===== src/rtl/core/dtfp_pkg.sv =====
`timescale 1ns / 1ps

package dtfp_pkg;

  // Sequencer states.
  typedef enum logic [0:0] {
    StIdle,
    StPad
  } state_e;

  // Character codes and limits.
  localparam logic [7:0] CharZero  = 8'd48;
  localparam logic [7:0] CharNine  = 8'd57;
  localparam logic [7:0] CharPoint = 8'd46;

  localparam int unsigned FracWidth = 5;
  localparam int unsigned FixedWidth = 63;
  localparam logic [FracWidth-1:0] FracLimit = 5'd18;
  localparam logic [FracWidth-1:0] FracReset = 5'd2;

  // Signed character value (code minus 48) needs nine bits.
  localparam int unsigned DigitWidth = 9;

endpackage


===== src/rtl/core/decimal_text_to_fixed_point.sv =====
`timescale 1ns / 1ps

// Channel   | Handshake                     | Payload
// ----------+-------------------------------+------------------------------------------
// input     | in_valid_i / in_ready_o       | char_code_i, last_char_i
// output    | out_valid_o / out_ready_i     | fixed_value_o, overflow_flag_o, bad_char_flag_o
// config    | frac_digits_we_i (no wait)    | frac_digits_i
//
// Every character but the first point goes through the shared multiply-by-ten adder,
// except fraction digits past the setting. A last character then pads one zero per
// missing fraction digit (up to 18) through the same adder, then loads the result.
// The load waits while the previous result is still unaccepted.
// Reset clears the accumulator, working flags, output valid and sequencer, and sets frac_digits to 2.
// Characters keep being accepted while a finished result waits on the output.

module decimal_text_to_fixed_point #(
  parameter int unsigned VALUE_WIDTH = 64
) (
  input  logic                               clk_i,
  input  logic                               rst_ni,
  input  logic                               frac_digits_we_i,
  input  logic [dtfp_pkg::FracWidth-1:0]     frac_digits_i,
  input  logic                               in_valid_i,
  output logic                               in_ready_o,
  input  logic [7:0]                         char_code_i,
  input  logic                               last_char_i,
  output logic                               out_valid_o,
  input  logic                               out_ready_i,
  output logic [dtfp_pkg::FixedWidth-1:0]    fixed_value_o,
  output logic                               overflow_flag_o,
  output logic                               bad_char_flag_o
);

  // Width of acc * 10 + digit as a signed value.
  localparam int unsigned SumWidth = VALUE_WIDTH + 5;

  dtfp_pkg::state_e state_q, state_d;

  logic [dtfp_pkg::FracWidth-1:0] frac_cfg_q;
  logic [dtfp_pkg::FracWidth-1:0] frac_lim;

  logic [VALUE_WIDTH-1:0]         acc_q, acc_d;
  logic                           point_q, point_d;
  logic [dtfp_pkg::FracWidth-1:0] fcount_q, fcount_d;
  logic                           ovf_q, ovf_d;
  logic                           bad_q, bad_d;

  logic                           out_valid_q, out_valid_d;
  logic [dtfp_pkg::FixedWidth-1:0] fixed_q, fixed_d;
  logic                           out_ovf_q, out_ovf_d;
  logic                           out_bad_q, out_bad_d;

  // Shared unit operands and result.
  logic [dtfp_pkg::DigitWidth-1:0] unit_digit;
  logic signed [SumWidth-1:0]      unit_sum;
  logic                            unit_ovf;

  logic is_digit;
  logic is_point;

  // Configuration register.
  always_ff @(posedge clk_i or negedge rst_ni) begin
    if (!rst_ni) begin
      frac_cfg_q <= dtfp_pkg::FracReset;
    end else if (frac_digits_we_i) begin
      frac_cfg_q <= frac_digits_i;
    end
  end

  // Values above the limit behave as the limit.
  assign frac_lim = (frac_cfg_q > dtfp_pkg::FracLimit) ? dtfp_pkg::FracLimit : frac_cfg_q;

  // Shared unit: acc * 10 + digit, with an exact range check on the full sum.
  always_comb begin
    unit_sum = SumWidth'({acc_q, 3'b000}) + SumWidth'({acc_q, 1'b0})
             + {{(SumWidth - dtfp_pkg::DigitWidth){unit_digit[dtfp_pkg::DigitWidth-1]}},
                unit_digit};
    unit_ovf = unit_sum[SumWidth-1] || (unit_sum[SumWidth-2:VALUE_WIDTH-1] != '0);
  end

  assign is_digit = (char_code_i >= dtfp_pkg::CharZero) && (char_code_i <= dtfp_pkg::CharNine);
  assign is_point = (char_code_i == dtfp_pkg::CharPoint);

  // Sequencer: next state, datapath control and output loading.
  always_comb begin
    state_d     = state_q;
    acc_d       = acc_q;
    point_d     = point_q;
    fcount_d    = fcount_q;
    ovf_d       = ovf_q;
    bad_d       = bad_q;
    out_valid_d = out_valid_q;
    fixed_d     = fixed_q;
    out_ovf_d   = out_ovf_q;
    out_bad_d   = out_bad_q;
    unit_digit  = '0;
    in_ready_o  = 1'b0;

    // The output register frees up when its transaction completes.
    if (out_valid_q && out_ready_i) begin
      out_valid_d = 1'b0;
    end

    case (state_q)
      dtfp_pkg::StIdle: begin
        // Always ready here, so a valid character is a transaction.
        in_ready_o = 1'b1;
        unit_digit = {1'b0, char_code_i} - {1'b0, dtfp_pkg::CharZero};
        if (in_valid_i) begin
          if (!point_q && is_point) begin
            point_d = 1'b1;
          end else begin
            if (!is_digit) begin
              bad_d = 1'b1;
            end
            if (!point_q) begin
              acc_d = unit_sum[VALUE_WIDTH-1:0];
              ovf_d = ovf_q || unit_ovf;
            end else if (fcount_q < frac_lim) begin
              acc_d    = unit_sum[VALUE_WIDTH-1:0];
              ovf_d    = ovf_q || unit_ovf;
              fcount_d = fcount_q + 1'b1;
            end
          end
          if (last_char_i) begin
            state_d = dtfp_pkg::StPad;
          end
        end
      end
      dtfp_pkg::StPad: begin
        if (fcount_q < frac_lim) begin
          // Pad one zero fraction digit.
          acc_d    = unit_sum[VALUE_WIDTH-1:0];
          ovf_d    = ovf_q || unit_ovf;
          fcount_d = fcount_q + 1'b1;
        end else if (!out_valid_q || out_ready_i) begin
          // Hand the result over and clear for the next number.
          out_valid_d = 1'b1;
          fixed_d     = dtfp_pkg::FixedWidth'(acc_q[VALUE_WIDTH-2:0]);
          out_ovf_d   = ovf_q;
          out_bad_d   = bad_q;
          acc_d       = '0;
          point_d     = 1'b0;
          fcount_d    = '0;
          ovf_d       = 1'b0;
          bad_d       = 1'b0;
          state_d     = dtfp_pkg::StIdle;
        end
      end
      default: begin
        state_d = dtfp_pkg::StIdle;
      end
    endcase
  end

  // Control and accumulator state.
  always_ff @(posedge clk_i or negedge rst_ni) begin
    if (!rst_ni) begin
      state_q     <= dtfp_pkg::StIdle;
      acc_q       <= '0;
      point_q     <= 1'b0;
      fcount_q    <= '0;
      ovf_q       <= 1'b0;
      bad_q       <= 1'b0;
      out_valid_q <= 1'b0;
    end else begin
      state_q     <= state_d;
      acc_q       <= acc_d;
      point_q     <= point_d;
      fcount_q    <= fcount_d;
      ovf_q       <= ovf_d;
      bad_q       <= bad_d;
      out_valid_q <= out_valid_d;
    end
  end

  // Output payload register.
  always_ff @(posedge clk_i) begin
    fixed_q   <= fixed_d;
    out_ovf_q <= out_ovf_d;
    out_bad_q <= out_bad_d;
  end

  assign out_valid_o     = out_valid_q;
  assign fixed_value_o   = fixed_q;
  assign overflow_flag_o = out_ovf_q;
  assign bad_char_flag_o = out_bad_q;

endmodule


===== config.mk =====
export PLATFORM = sky130hd
export DESIGN_NAME = decimal_text_to_fixed_point
export DESIGN_NICKNAME = d
export VERILOG_FILES = /design/src/rtl/core/dtfp_pkg.sv /design/src/rtl/core/decimal_text_to_fixed_point.sv
export SDC_FILE = /design/constraint.sdc
export NUM_CORES = 1
export LEC_CHECK = 0
export BUFFER_PORTS_ARGS = -buffer_cell sky130_fd_sc_hd__buf_2
export CAP_MARGIN = 40
export CORE_AREA = 5 5 145 147
export DETAILED_ROUTE_END_ITERATION = 16
export DIE_AREA = 0 0 150 152
export PLACE_DENSITY = 0.73
export SETUP_SLACK_MARGIN = 0.15
export SYNTH_ARGS = -nofsm -noshare
export SYNTH_HDL_FRONTEND = slang
export SYNTH_SLANG_ARGS = --single-unit

===== constraint.sdc =====
create_clock -name clk_i -period 7.7 [get_ports clk_i]
set_input_delay 1.54 -clock clk_i [delete_from_list [all_inputs] [get_ports clk_i]]
set_output_delay 1.54 -clock clk_i [all_outputs]
set_load 0.01 [all_outputs]

==> impl_metrics.csv <==
group,metric,value,unit
outcome,outcome,"completed",
sta,rsz0062_at_grt,"no",
yosys,synthFlopType,"dfrtp_1",
yosys,synth_cell_types,77,
route,antenna_left,0,
clock_network,cts_sinks,144,
critical_path,arrival,6.52,ns
sta,fin_worst_skew,0.008465,ns
grt,grt_pass1_vias,8036,
critical_path,cp_common_cell,"ha_1",
yosys,ys_top_cells_by_count,"119 x nand2_1, 78 x a21oi_1, 78 x dfrtp_1",
place,numPortBuffers,85,
sta,slew_violations,0,
grt,grt_pass1_wl,39.63,mm
sta,finalHoldViolCount,0,
grt,grt-ovfl-total,0,
finish,final_util,59.90,%
critical_path,critPathLaunch,"char_code_i[4]",
run,cap_viol_max_count,0,
yosys,yosys_register_bits,144,
clock_network,post-cts-setup-buffers,0,
sta,layout_min_cycle_time,6.211,ns
yosys,yosysTopAreaCellShare,18.50,%
critical_path,endpoint_kind,"flip-flop",
sta,relSlewSlack,57.49,%
clock_network,cts_buffers,17,
sta,worst_pin_slew,0.6322,ns
yosys,yosys.area.top_type,"dfrtp_1",
finish,final_layout_size_suffix_gt1_share,13.97,%
critical_path,cp.required,8.01,ns
yosys,synth_area_leaders,"dfrtp_1 18%, edfxtp_1 18%, fa_1 12%, ha_1 9.1%, nand2_1 4.2%",
worst_hold_path,hp-class,"flip-flop to flip-flop",
die,die_area,0.02280,mm²
die,die_w,150,µm
clock_network,cts_max_level,4,
critical_path,worstSetupPathType,"primary input to flip-flop",
finish,stdcell_count,1387,
clock_network,path_clk_slew,0.07,ns
place,place_ws,1.146,ns
yosys,synthCells,1029,
route,drcViolationCount,0,
worst_hold_path,hold_path_startpoint,"bad_q$_DFFE_PN0P_",
route,wl,23.49,mm
yosys,syn_area_per_cell,10.25,µm²
place,numPlacedInstances,1355,
sta,fmax,161.0,MHz
critical_path,slowest_stage,"a2111oi_0",
yosys,ys_seq_area_share,37.25,%
yosys,synth.most_common_cell,"nand2_1",
die,row_count,52,
die,start_util,53.35,%
sta,tns,0,ns
die,die_h,152,µm
place,dp_hpwl,17.96,mm
critical_path,critical_path.max_fanout,21,
die,core-area,0.01978,mm²
finish,diodes,0,
grt,antenna_found_initial,0,
grt,grt_util_all_layers,21.24,%
sta,setup_viol,0,
grt,grt_max_degree,64,
route,vias,8060,
place,place_congestion,0.9679,
clock_network,cts-root-buf,"clkbuf_16",
critical_path,critPathMaxStageDelay,0.52,ns
clock_network,clk_path_buf_depth,2,
yosys,syn_area,0.01055,mm²
route,drtPass1Iterations,5,
yosys,synth_nets,1188,
finish,nets,1263,
route,via_per_inst,5.811,
clock_network,ctsResizeCount,0,
critical_path,cp_cell_sequence,"buf_2 -> ha_1 -> nor2_1 -> nand2_1 -> inv_2 -> buf_4 -> fa_1 -> ha_1 -> a21oi_1 -> o21ai_0 -> nor4_1 -> a21oi_2 -> a41oi_1 -> o31ai_2 -> a2111oi_0 -> o2111ai_1 -> o41a_1",
die,io_pins,86,
sta,finalCritPeriodShare,80.66,%
critical_path,critPathLaunchType,"primary input",
finish,fillerInstances,1724,
finish,syn_to_final_growth,12.28,%
clock_network,cts_tree,"yes",
route,drt-wirelength-per-cell,16.93,µm
clock_network,insertion_delay,0.43,ns
clock_network,cts_hold_buf,0,
route,drt_iter0_drc,560,
yosys,synth-async-reset-ratio,54.86,%
critical_path,timing.rr.start,"state_q$_DFF_PN0_",
yosys,yosysWarnings,0,
yosys,synth_edf_count,65,
sta,setup_slack,1.489,ns
## worst max-delay path: cells and delay by family
family / cells / cell delay (ns)
AOI/OAI and AO/OA: 8 / 2.09
and+or+nand+nor: 3 / 0.77
buffers and inverters: 3 / 1.00
adders and majority gates: 3 / 1.09
## per-stage QoR
stage	instance area, µm²	hold slack [ns]
2_1_floorplan	10550	0.4249
5_1_grt	11850	0.4804
3_3_place_gp	11240	0.4619
3_5_place_dp	11300	0.4613
4_1_cts	11850	0.4750
6_report	11850	0.4653
## worst paths after layout
check	slack [ns]	end	cells after the start
setup / recovery	1.49	ovf_q$_DFFE_PN0P_	17
hold / removal	0.47	bad_char_flag_o$_DFFE_PP_	0
setup reg to reg	2.43	ovf_q$_DFFE_PN0P_	15
hold reg to reg	0.47	bad_char_flag_o$_DFFE_PP_	0
max in group asynchronous	5.98	frac_cfg_q[1]$_DFFE_PN1P_	2
min in group asynchronous	1.07	acc_q[52]$_DFFE_PN0P_	1
## cell families (layout without fill, tap and decap cells)
family          Yosys count  in the layout  share of synthesized area (%)
compound gates          320            320                          20.78
xor+xnor                 65             65                          5.396
fa+ha+maj               140            140                          21.08
buf+inv                  84            172                          3.024
flops                   144            144                          37.25
mux                       6              6                         0.6166
simple gates            270            270                          11.86
## flip-flops by register name, indices dropped and copies added, names as in the netlist
signal,flops
bad_q,1
fixed_value_o,63
overflow_flag_o,1
state_q,1
out_valid_o,1
point_q,1
ovf_q,1
fcount_q,5
bad_char_flag_o,1
acc_q,64
frac_cfg_q,5
## metal layers
metal,GRT usage [%],wire length (µm)
met1,29.84,10820
met2,33.54,10940
met3,3.873,1159
met4,6.841,564
met5,0,0
## placed cells by master (no fill, tap or decap), types with 32 or more instances in the layout
cell	Yosys	layout
nand2_1	119	119
buf_2	3	84
a21oi_1	78	78
dfrtp_1	78	78
ha_1	77	77
edfxtp_1	65	65
fa_1	63	63
nor2_1	60	58
o21ai_0	54	54
o31ai_1	46	46
inv_1	44	43
a21o_1	37	37
xor2_1	33	33
xnor2_1	32	32
## final cells by class
type	count	area (µm²)	share of cell area, %
multi-input combinational	801	6324	53.37
sequential	144	3930	33.17
timing repair buffer	95	535.5	4.520
clock buffer	17	425.4	3.591
tap	270	337.8	2.851
inverter	45	168.9	1.426
clock inverter	15	126.4	1.067
Power is not shown: default switching activity piles up to over one toggle a cycle in this logic, so the estimate is an artifact.
